`config.mk`:
```
export PLATFORM = sky130hd
export DESIGN_NAME = swipe_gesture_menu_selector
export DESIGN_NICKNAME = d
export VERILOG_FILES = /design/src/rtl/sgms_pkg.sv /design/src/rtl/swipe_gesture_menu_selector.sv /design/src/rtl/sgms_cfg.sv /design/src/rtl/sgms_engine.sv
export VERILOG_INCLUDE_DIRS = /design/src /design/src/rtl
export SDC_FILE = /design/constraint.sdc
export NUM_CORES = 1
export LEC_CHECK = 0
export BUFFER_PORTS_ARGS = -buffer_cell sky130_fd_sc_hd__buf_2
export CAP_MARGIN = 20
export CORE_MARGIN = 1.5
export CORE_UTILIZATION = 38
export CTS_CLUSTER_DIAMETER = 80
export DETAILED_ROUTE_END_ITERATION = 7
export PLACE_DENSITY_LB_ADDON = 0.15
export SETUP_SLACK_MARGIN = 0.3
export SLEW_MARGIN = 20
export SYNTH_ARGS = -nofsm -noshare
export SYNTH_HDL_FRONTEND = slang
export SYNTH_HIERARCHICAL = 1
export SYNTH_SLANG_ARGS = --single-unit
```
`constraint.sdc`:
```
create_clock -name clk -period 4.8 [get_ports clk]
set_clock_uncertainty 0.15 [all_clocks]
set_input_delay 0.24 -clock clk [delete_from_list [all_inputs] [get_ports clk]]
set_output_delay 0.24 -clock clk [all_outputs]
set_load 0.01 [all_outputs]
```
`src/rtl/swipe_gesture_menu_selector_assert.svh`:
```
// Assertion macros for the RTL of the swipe gesture menu selector.
`ifndef SWIPE_GESTURE_MENU_SELECTOR_ASSERT_SVH
`define SWIPE_GESTURE_MENU_SELECTOR_ASSERT_SVH

// Same-cycle implication, disabled during reset
`define SGMS_ASSERT_IMP(lbl, clk_s, rst_s, a, b) \
    lbl: assert property (@(posedge clk_s) disable iff (!rst_s) (a) |-> (b)) \
        else $error("sgms: same-cycle check failed");

// Next-cycle implication, disabled during reset
`define SGMS_ASSERT_NXT(lbl, clk_s, rst_s, a, b) \
    lbl: assert property (@(posedge clk_s) disable iff (!rst_s) (a) |=> (b)) \
        else $error("sgms: next-cycle check failed");

`endif

```
`src/rtl/sgms_pkg.sv`:
```
`timescale 1ns / 1ps

package sgms_pkg;

    // Configuration register reset values
    localparam logic [7:0]  SWIPE_THRESHOLD_RST = 8'd82;
    localparam logic [7:0]  LOCK_SAMPLES_RST    = 8'd20;
    localparam logic [15:0] BLINK_PERIOD_RST    = 16'd15;

    localparam int CFG_INDEX_W = 2;
    localparam int CFG_DATA_W  = 16;

    // Register indexes
    localparam logic [CFG_INDEX_W-1:0] REG_SWIPE_THRESHOLD = 2'd0;
    localparam logic [CFG_INDEX_W-1:0] REG_LOCK_SAMPLES    = 2'd1;
    localparam logic [CFG_INDEX_W-1:0] REG_BLINK_PERIOD    = 2'd2;

    // Item kinds
    localparam logic ACT_SAMPLE = 1'b0;
    localparam logic ACT_TICK   = 1'b1;

    // Gesture codes
    localparam logic [1:0] GEST_NONE = 2'd0;
    localparam logic [1:0] GEST_NEXT = 2'd1;
    localparam logic [1:0] GEST_PREV = 2'd2;

    // Menu entries
    localparam logic [1:0] ENTRY_ZERO  = 2'd0;
    localparam logic [1:0] ENTRY_ONE   = 2'd1;
    localparam logic [1:0] ENTRY_BLINK = 2'd2;
    localparam logic [1:0] ENTRY_THREE = 2'd3;

    typedef struct packed {
        logic       action;
        logic [7:0] left_level;
        logic [7:0] right_level;
    } item_t;

    typedef struct packed {
        logic [1:0] menu_entry;
        logic [1:0] gesture_seen;
        logic       led_one;
        logic       led_two;
        logic       led_three;
    } result_t;

    typedef struct packed {
        logic [7:0]  swipe_threshold;
        logic [7:0]  lock_samples;
        logic [15:0] blink_period;
    } cfg_t;

endpackage

```
`src/rtl/swipe_gesture_menu_selector.sv`:
```
`timescale 1ns / 1ps
// Channel   Signals                              Beat
// item      item_valid, item_ready, item         one sample or tick
// result    result_valid, result_ready, result   one result per item
// config    cfg_we, cfg_index, cfg_data          one register write
//
// An item is registered in the input register on entry and its result in the
// output register; one item per cycle sustained while result_ready is high.
// The engine state steps once per item, as it moves to the output register.
// Reset (rst_n low) clears flags and engine state, restores register defaults.
// A stalled result holds in the output register; the input register still
// takes one more item, then item_ready drops until the result moves.

`include "swipe_gesture_menu_selector_assert.svh"

module swipe_gesture_menu_selector
    import sgms_pkg::*;
(
    input  logic                   clk,
    input  logic                   rst_n,
    input  logic                   item_valid,
    output logic                   item_ready,
    input  item_t                  item,
    output logic                   result_valid,
    input  logic                   result_ready,
    output result_t                result,
    input  logic                   cfg_we,
    input  logic [CFG_INDEX_W-1:0] cfg_index,
    input  logic [CFG_DATA_W-1:0]  cfg_data
);

    item_t   item_reg;
    logic    item_valid_reg;
    result_t result_reg;
    logic    result_valid_reg;
    logic    advance;
    cfg_t    cfg;
    result_t step_result;

    // Pipeline flow
    assign advance    = item_valid_reg && (!result_valid_reg || result_ready);
    assign item_ready = !item_valid_reg || advance;

    sgms_cfg u_cfg (
        .clk       (clk),
        .rst_n     (rst_n),
        .cfg_we    (cfg_we),
        .cfg_index (cfg_index),
        .cfg_data  (cfg_data),
        .cfg       (cfg)
    );

    sgms_engine u_engine (
        .clk     (clk),
        .rst_n   (rst_n),
        .step_en (advance),
        .item    (item_reg),
        .cfg     (cfg),
        .result  (step_result)
    );

    // Input register
    always_ff @(posedge clk or negedge rst_n)
    begin
        if (!rst_n)
        begin
            item_valid_reg <= 1'b0;
        end
        else if (item_ready)
        begin
            item_valid_reg <= item_valid;
        end
    end

    always_ff @(posedge clk)
    begin
        if (item_valid && item_ready)
        begin
            item_reg <= item;
        end
    end

    // Result register
    always_ff @(posedge clk or negedge rst_n)
    begin
        if (!rst_n)
        begin
            result_valid_reg <= 1'b0;
        end
        else if (advance)
        begin
            result_valid_reg <= 1'b1;
        end
        else if (result_ready)
        begin
            result_valid_reg <= 1'b0;
        end
    end

    always_ff @(posedge clk)
    begin
        if (advance)
        begin
            result_reg <= step_result;
        end
    end

    assign result_valid = result_valid_reg;
    assign result       = result_reg;

    // Checks
    `SGMS_ASSERT_NXT(a_advance_fills, clk, rst_n, advance, result_valid)
    `SGMS_ASSERT_NXT(a_accept_holds, clk, rst_n, item_valid && item_ready, item_valid_reg)
    `SGMS_ASSERT_IMP(a_blink_leds, clk, rst_n, result_valid && result.menu_entry == ENTRY_BLINK, !result.led_one && !result.led_three)
    `SGMS_ASSERT_IMP(a_entry_one_leds, clk, rst_n, result_valid && result.menu_entry == ENTRY_ONE, result.led_two && !result.led_one && !result.led_three)

endmodule

```
`src/rtl/sgms_cfg.sv`:
```
`timescale 1ns / 1ps

module sgms_cfg
    import sgms_pkg::*;
(
    input  logic                   clk,
    input  logic                   rst_n,
    input  logic                   cfg_we,
    input  logic [CFG_INDEX_W-1:0] cfg_index,
    input  logic [CFG_DATA_W-1:0]  cfg_data,
    output cfg_t                   cfg
);

    cfg_t cfg_reg;

    // Register file; unknown indexes are dropped
    always_ff @(posedge clk or negedge rst_n)
    begin
        if (!rst_n)
        begin
            cfg_reg.swipe_threshold <= SWIPE_THRESHOLD_RST;
            cfg_reg.lock_samples    <= LOCK_SAMPLES_RST;
            cfg_reg.blink_period    <= BLINK_PERIOD_RST;
        end
        else if (cfg_we)
        begin
            case (cfg_index)
                REG_SWIPE_THRESHOLD: cfg_reg.swipe_threshold <= cfg_data[7:0];
                REG_LOCK_SAMPLES:    cfg_reg.lock_samples    <= cfg_data[7:0];
                REG_BLINK_PERIOD:    cfg_reg.blink_period    <= cfg_data;
                default:             cfg_reg <= cfg_reg;
            endcase
        end
    end

    assign cfg = cfg_reg;

endmodule

```
`src/rtl/sgms_engine.sv`:
```
`timescale 1ns / 1ps

module sgms_engine
    import sgms_pkg::*;
(
    input  logic    clk,
    input  logic    rst_n,
    input  logic    step_en,
    input  item_t   item,
    input  cfg_t    cfg,
    output result_t result
);

    logic        primed_reg,     primed_next;
    logic [7:0]  prev_left_reg,  prev_left_next;
    logic [7:0]  prev_right_reg, prev_right_next;
    logic        locked_reg,     locked_next;
    logic [7:0]  lock_cnt_reg,   lock_cnt_next;
    logic [1:0]  entry_reg,      entry_next;
    logic        blink_en_reg,   blink_en_next;
    logic        phase_reg,      phase_next;
    logic [15:0] tick_cnt_reg,   tick_cnt_next;
    logic [2:0]  led_reg,        led_next;

    logic signed [9:0] rise_l;
    logic signed [9:0] rise_r;
    logic signed [9:0] thresh;
    logic              swipe_next;
    logic              swipe_prev;
    logic              lock_mid;
    logic [7:0]        lock_inc;
    logic [15:0]       tick_inc;
    logic [1:0]        seen;

    // Signed channel rises against the threshold
    assign rise_l = $signed({2'b00, item.left_level})  - $signed({2'b00, prev_left_reg});
    assign rise_r = $signed({2'b00, item.right_level}) - $signed({2'b00, prev_right_reg});
    assign thresh = $signed({2'b00, cfg.swipe_threshold});

    assign swipe_next = !locked_reg && (rise_r > thresh) && (rise_r > rise_l);
    assign swipe_prev = !locked_reg && !swipe_next && (rise_l > thresh) && (rise_l > rise_r);
    assign lock_mid   = locked_reg || swipe_next || swipe_prev;
    assign lock_inc   = lock_cnt_reg + 8'd1;
    assign tick_inc   = tick_cnt_reg + 16'd1;

    // Next state for one sample or tick
    always_comb
    begin
        primed_next     = primed_reg;
        prev_left_next  = prev_left_reg;
        prev_right_next = prev_right_reg;
        locked_next     = locked_reg;
        lock_cnt_next   = lock_cnt_reg;
        entry_next      = entry_reg;
        blink_en_next   = blink_en_reg;
        phase_next      = phase_reg;
        tick_cnt_next   = tick_cnt_reg;
        led_next        = led_reg;
        seen            = GEST_NONE;

        if (item.action == ACT_TICK)
        begin
            if (blink_en_reg)
            begin
                if (tick_inc >= cfg.blink_period)
                begin
                    tick_cnt_next = 16'd0;
                    phase_next    = !phase_reg;
                    led_next[1]   = !phase_reg;
                end
                else
                begin
                    tick_cnt_next = tick_inc;
                end
            end
        end
        else if (!primed_reg)
        begin
            // first sample only primes the history
            primed_next     = 1'b1;
            prev_left_next  = item.left_level;
            prev_right_next = item.right_level;
        end
        else
        begin
            prev_left_next  = item.left_level;
            prev_right_next = item.right_level;

            if (swipe_next || swipe_prev)
            begin
                if (swipe_next)
                begin
                    entry_next = entry_reg + 2'd1;
                    seen       = GEST_NEXT;
                end
                else
                begin
                    entry_next = entry_reg - 2'd1;
                    seen       = GEST_PREV;
                end

                // LED pattern on entering the new entry
                case (entry_next)
                    ENTRY_ZERO:
                    begin
                        blink_en_next = 1'b0;
                        led_next      = 3'b001;
                    end
                    ENTRY_ONE:
                    begin
                        blink_en_next = 1'b0;
                        led_next      = 3'b010;
                    end
                    ENTRY_BLINK:
                    begin
                        blink_en_next = 1'b1;
                        phase_next    = 1'b0;
                        led_next      = led_reg & 3'b010;
                    end
                    default:
                    begin
                        blink_en_next = 1'b0;
                        led_next      = 3'b100;
                    end
                endcase
            end

            // lockout count, including the detecting sample
            if (lock_mid)
            begin
                if (lock_inc > cfg.lock_samples)
                begin
                    locked_next   = 1'b0;
                    lock_cnt_next = 8'd0;
                end
                else
                begin
                    locked_next   = 1'b1;
                    lock_cnt_next = lock_inc;
                end
            end
        end
    end

    // State registers
    always_ff @(posedge clk or negedge rst_n)
    begin
        if (!rst_n)
        begin
            primed_reg     <= 1'b0;
            prev_left_reg  <= 8'd0;
            prev_right_reg <= 8'd0;
            locked_reg     <= 1'b0;
            lock_cnt_reg   <= 8'd0;
            entry_reg      <= ENTRY_ZERO;
            blink_en_reg   <= 1'b0;
            phase_reg      <= 1'b0;
            tick_cnt_reg   <= 16'd0;
            led_reg        <= 3'b000;
        end
        else if (step_en)
        begin
            primed_reg     <= primed_next;
            prev_left_reg  <= prev_left_next;
            prev_right_reg <= prev_right_next;
            locked_reg     <= locked_next;
            lock_cnt_reg   <= lock_cnt_next;
            entry_reg      <= entry_next;
            blink_en_reg   <= blink_en_next;
            phase_reg      <= phase_next;
            tick_cnt_reg   <= tick_cnt_next;
            led_reg        <= led_next;
        end
    end

    // Result reflects the state after this item
    assign result.menu_entry   = entry_next;
    assign result.gesture_seen = seen;
    assign result.led_one      = led_next[0];
    assign result.led_two      = led_next[1];
    assign result.led_three    = led_next[2];

endmodule

```
==> results.sh <==
export IMPL_cts_tree="built"
export IMPL_synth_compound_area_share_pct=13.6
export IMPL_fin_cells=930
export IMPL_ant_nets=0
export IMPL_antenna_found_initial=0
export IMPL_row_count=47
export IMPL_tns_ps=0
export IMPL_drv_slew=0
export IMPL_peakVddDrop_uv=190
export IMPL_yosys_top_cells_area="dfrtp_1 (28%), ha_1 (13%), edfxtp_1 (11%)"
export IMPL_power_total_mw=3.24
export IMPL_globalplace_congestion=0.898
export IMPL_netlist_area_leader_share_pct=28.2
export IMPL_grt_max_degree=50
export IMPL_holdWs_ps=24.6
export IMPL_synth_area_sq_um=6570
export IMPL_cp_max_fo=5
export IMPL_rsz0062_at_grt="no"
export IMPL_num_vias=4662
export IMPL_synth_edff_count=24
export IMPL_core_area_sq_um=16800
export IMPL_syn_inst=625
export IMPL_powerDensity_nw_per_um2=424
export IMPL_totalWireLength_microns=13500
export IMPL_synth_main_ff_cell="dfrtp_1"
export IMPL_port_buffers=48
export IMPL_maxCapViolations=0
export IMPL_grt_pass1_vias=4807
export IMPL_synthAdderAreaFrac_pct=13.9
export IMPL_grt_use_total_pct=16.2
export IMPL_start_util_pct=39.2
export IMPL_yosysWarningCount=6
export IMPL_grt_first_pass_wirelength_microns=23400
export IMPL_crit_path_start_kind="flip-flop"
export IMPL_muxShareOfSynthArea_pct=7.53
export IMPL_synthToLayoutAreaGrowth_pct=16.5
export IMPL_drc=0
export IMPL_critPathKind="flip-flop to flip-flop"
export IMPL_worst_setup_path_end_kind="flip-flop"
export IMPL_tightest_slew_ps=823
export IMPL_drt_iter0_drc=187
export IMPL_post_synth_cell_area_avg_sq_um=10.5
export IMPL_synth_cell_types=59
export IMPL_drive_above_1_share_pct=20.1
export IMPL_placedCellCount=883
export IMPL_largest_register_ffs=32
export IMPL_setup_viol=0
export IMPL_synth_nets=737
export IMPL_ys_seq_elements=107
export IMPL_p_leak_nw=3.62
export IMPL_async_flop_share_pct=77.6
export IMPL_htreeDepth=3
export IMPL_hold_viol=0
export IMPL_via_per_inst=5.01
export IMPL_cts_buffers=9
export IMPL_cts_root_buf="clkbuf_16"
export IMPL_fmax_mhz=234
export IMPL_wl_per_cell_microns=14.5
export IMPL_die_y_microns=134
export IMPL_final_util_pct=45.6
export IMPL_nNetsFinal=817
export IMPL_drtPass1Iterations=4
export IMPL_dieArea_sq_um=18100
export IMPL_arrival_ps=4210
export IMPL_fill_cells=1607
export IMPL_multi_input_area_sq_um=3470
export IMPL_dp_hpwl_microns=10100
export IMPL_finalCritPeriodShare_pct=88.9
export IMPL_die_w_microns=134
export IMPL_clk_path_buf_depth=2
export IMPL_max_slew_margin_pct=45.1
export IMPL_diodes=0
export IMPL_yosysSeqAreaShare_pct=42.8
export IMPL_synthSimpleGateAreaFrac_pct=12.6
export IMPL_synth_xor_area_share_pct=4.65
export IMPL_required_ps=4740
export IMPL_globalRouteOverflowTotal=0
export IMPL_insertion_delay_ps=350
export IMPL_worstHoldPathType="input pin to flip-flop"
export IMPL_synth_top_family_by_area="adder cells"
export IMPL_layout_area_seq_sq_um=2810
export IMPL_synth_top_area_cell="dfrtp_1"
export IMPL_cts_sinks=107
export IMPL_status="complete, no violations"
export IMPL_clkTransAtPathRegs_ps=70
export IMPL_io_pins=49
export IMPL_min_period_ps=4270
[power by group]
part           switching [mW]  internal, mW  leakage, nW  total [mW]
logic                   0.725         0.602         2.22        1.33
clock network           0.329         0.381        0.137       0.711
registers               0.109          1.10         1.26        1.20
total                    1.16          2.08         3.62        3.24
[worst paths after layout]
kind / startpoint / endpoint / slack [ps] / cells after the start
max reg2reg: item_reg[0]$_DFFE_PP_ / result[1]$_DFFE_PP_ / 530 / 19
max in group asynchronous: rst_n / u_engine/prev_right_reg[4]$_DFFE_PN0P_ / 3250 / 3
max: item_reg[0]$_DFFE_PP_ / result[1]$_DFFE_PP_ / 530 / 19
min: result_ready / result_valid$_DFFE_PN0P_ / 20 / 3
min reg2reg: item_reg[12]$_DFFE_PP_ / u_engine/prev_left_reg[4]$_DFFE_PN0P_ / 350 / 2
min in group asynchronous: rst_n / u_engine/tick_cnt_reg[12]$_DFFE_PN0P_ / 230 / 2
[cells by family (layout without fill, tap and decap cells)]
logic type / count (synthesis) / in the layout
xor gates and xnor gates: 34 / 34
muxes: 44 / 44
and+or+nand+nor: 150 / 150
adders and majority gates: 72 / 72
AOI/OAI and AO/OA: 137 / 137
DFF: 107 / 107
buffers and inverters: 81 / 166
[final cells by class]
| cell class | count | area share (%) |
|---|---|---|
| multi-input cells | 437 | 45.3 |
| flip-flops and latches | 107 | 36.7 |
| repair buffers | 82 | 7.39 |
| well taps | 220 | 3.60 |
| clock buffers | 14 | 3.45 |
| inverters | 68 | 3.34 |
| clock inverters | 2 | 0.147 |
[synth_stat cells (5+ instances only)]
cell type,count
edfxtp_1,24
a21o_1,10
dfrtp_1,74
nor2b_1,9
clkbuf_1,11
mux2_2,39
o41ai_1,6
dfstp_2,9
ha_1,70
nor2_1,27
o21ai_0,58
nand2_1,40
a21oi_1,23
xor2_1,14
o31ai_1,6
inv_1,68
nand3_1,19
xnor2_1,19
and2_1,5
and3_1,9
nand2b_1,14
[stage by stage]
step           instance area (sq um)  worst slack [ps]
2_1_floorplan                   6570               833
3_3_place_gp                    7050               594
3_5_place_dp                    7050               481
4_1_cts                         7590               451
5_1_grt                         7650               295
6_report                        7650               533
[metal layers]
layer,share of wire [%],vias to the layer above,wire (microns),global-route usage [%]
li1,-,2364,-,-
met1,49,2234,6640,22.1
met2,46,45,6250,25.6
met3,2.6,19,349,3.15
met4,1.9,0,262,6.33
met5,0,-,0,0
[layout by cell type, fill, tap and decap left out, types with 5 or more instances in the layout]
master,netlist,layout
xor2_1,14,14
and3_1,9,9
nor2b_1,9,8
o31ai_1,6,6
xnor2_1,19,18
buf_4,0,8
mux2_2,39,39
nand2b_1,14,14
inv_1,68,68
dfstp_2,9,9
o41ai_1,6,6
edfxtp_1,24,24
a21oi_1,23,23
nand3_1,19,19
dlygate4sd3_1,0,27
buf_2,0,47
ha_1,70,70
nor2_1,27,27
o21ai_0,58,57
nand2_1,40,40
and2_1,5,5
a21o_1,10,10
clkbuf_16,0,9
dfrtp_1,74,74
[what timing repair did]
item	4_1_cts	5_1_grt
endpoints found under the setup margin	0	3
hold buffers	27	0
endpoints found under the hold margin	60	0
gates resized for setup	0	5
buffers inserted	0	4
[worst max-delay path, stage by stage (launching register included)]
cell      delay (ps)
edfxtp_1         380
inv_1             70
ha_1             130
inv_1             60
fa_2             370
a211oi_2         230
o21bai_1         110
a21oi_1          170
xnor2_1          170
inv_1             70
ha_1             330
a22o_1           240
o41ai_4          410
and4_4           330
xnor2_2          160
inv_1             80
ha_1             220
nand3_1          120
o211a_1          150
a211oi_1          60
No activity file was read; power rests on OpenSTA's default activity.
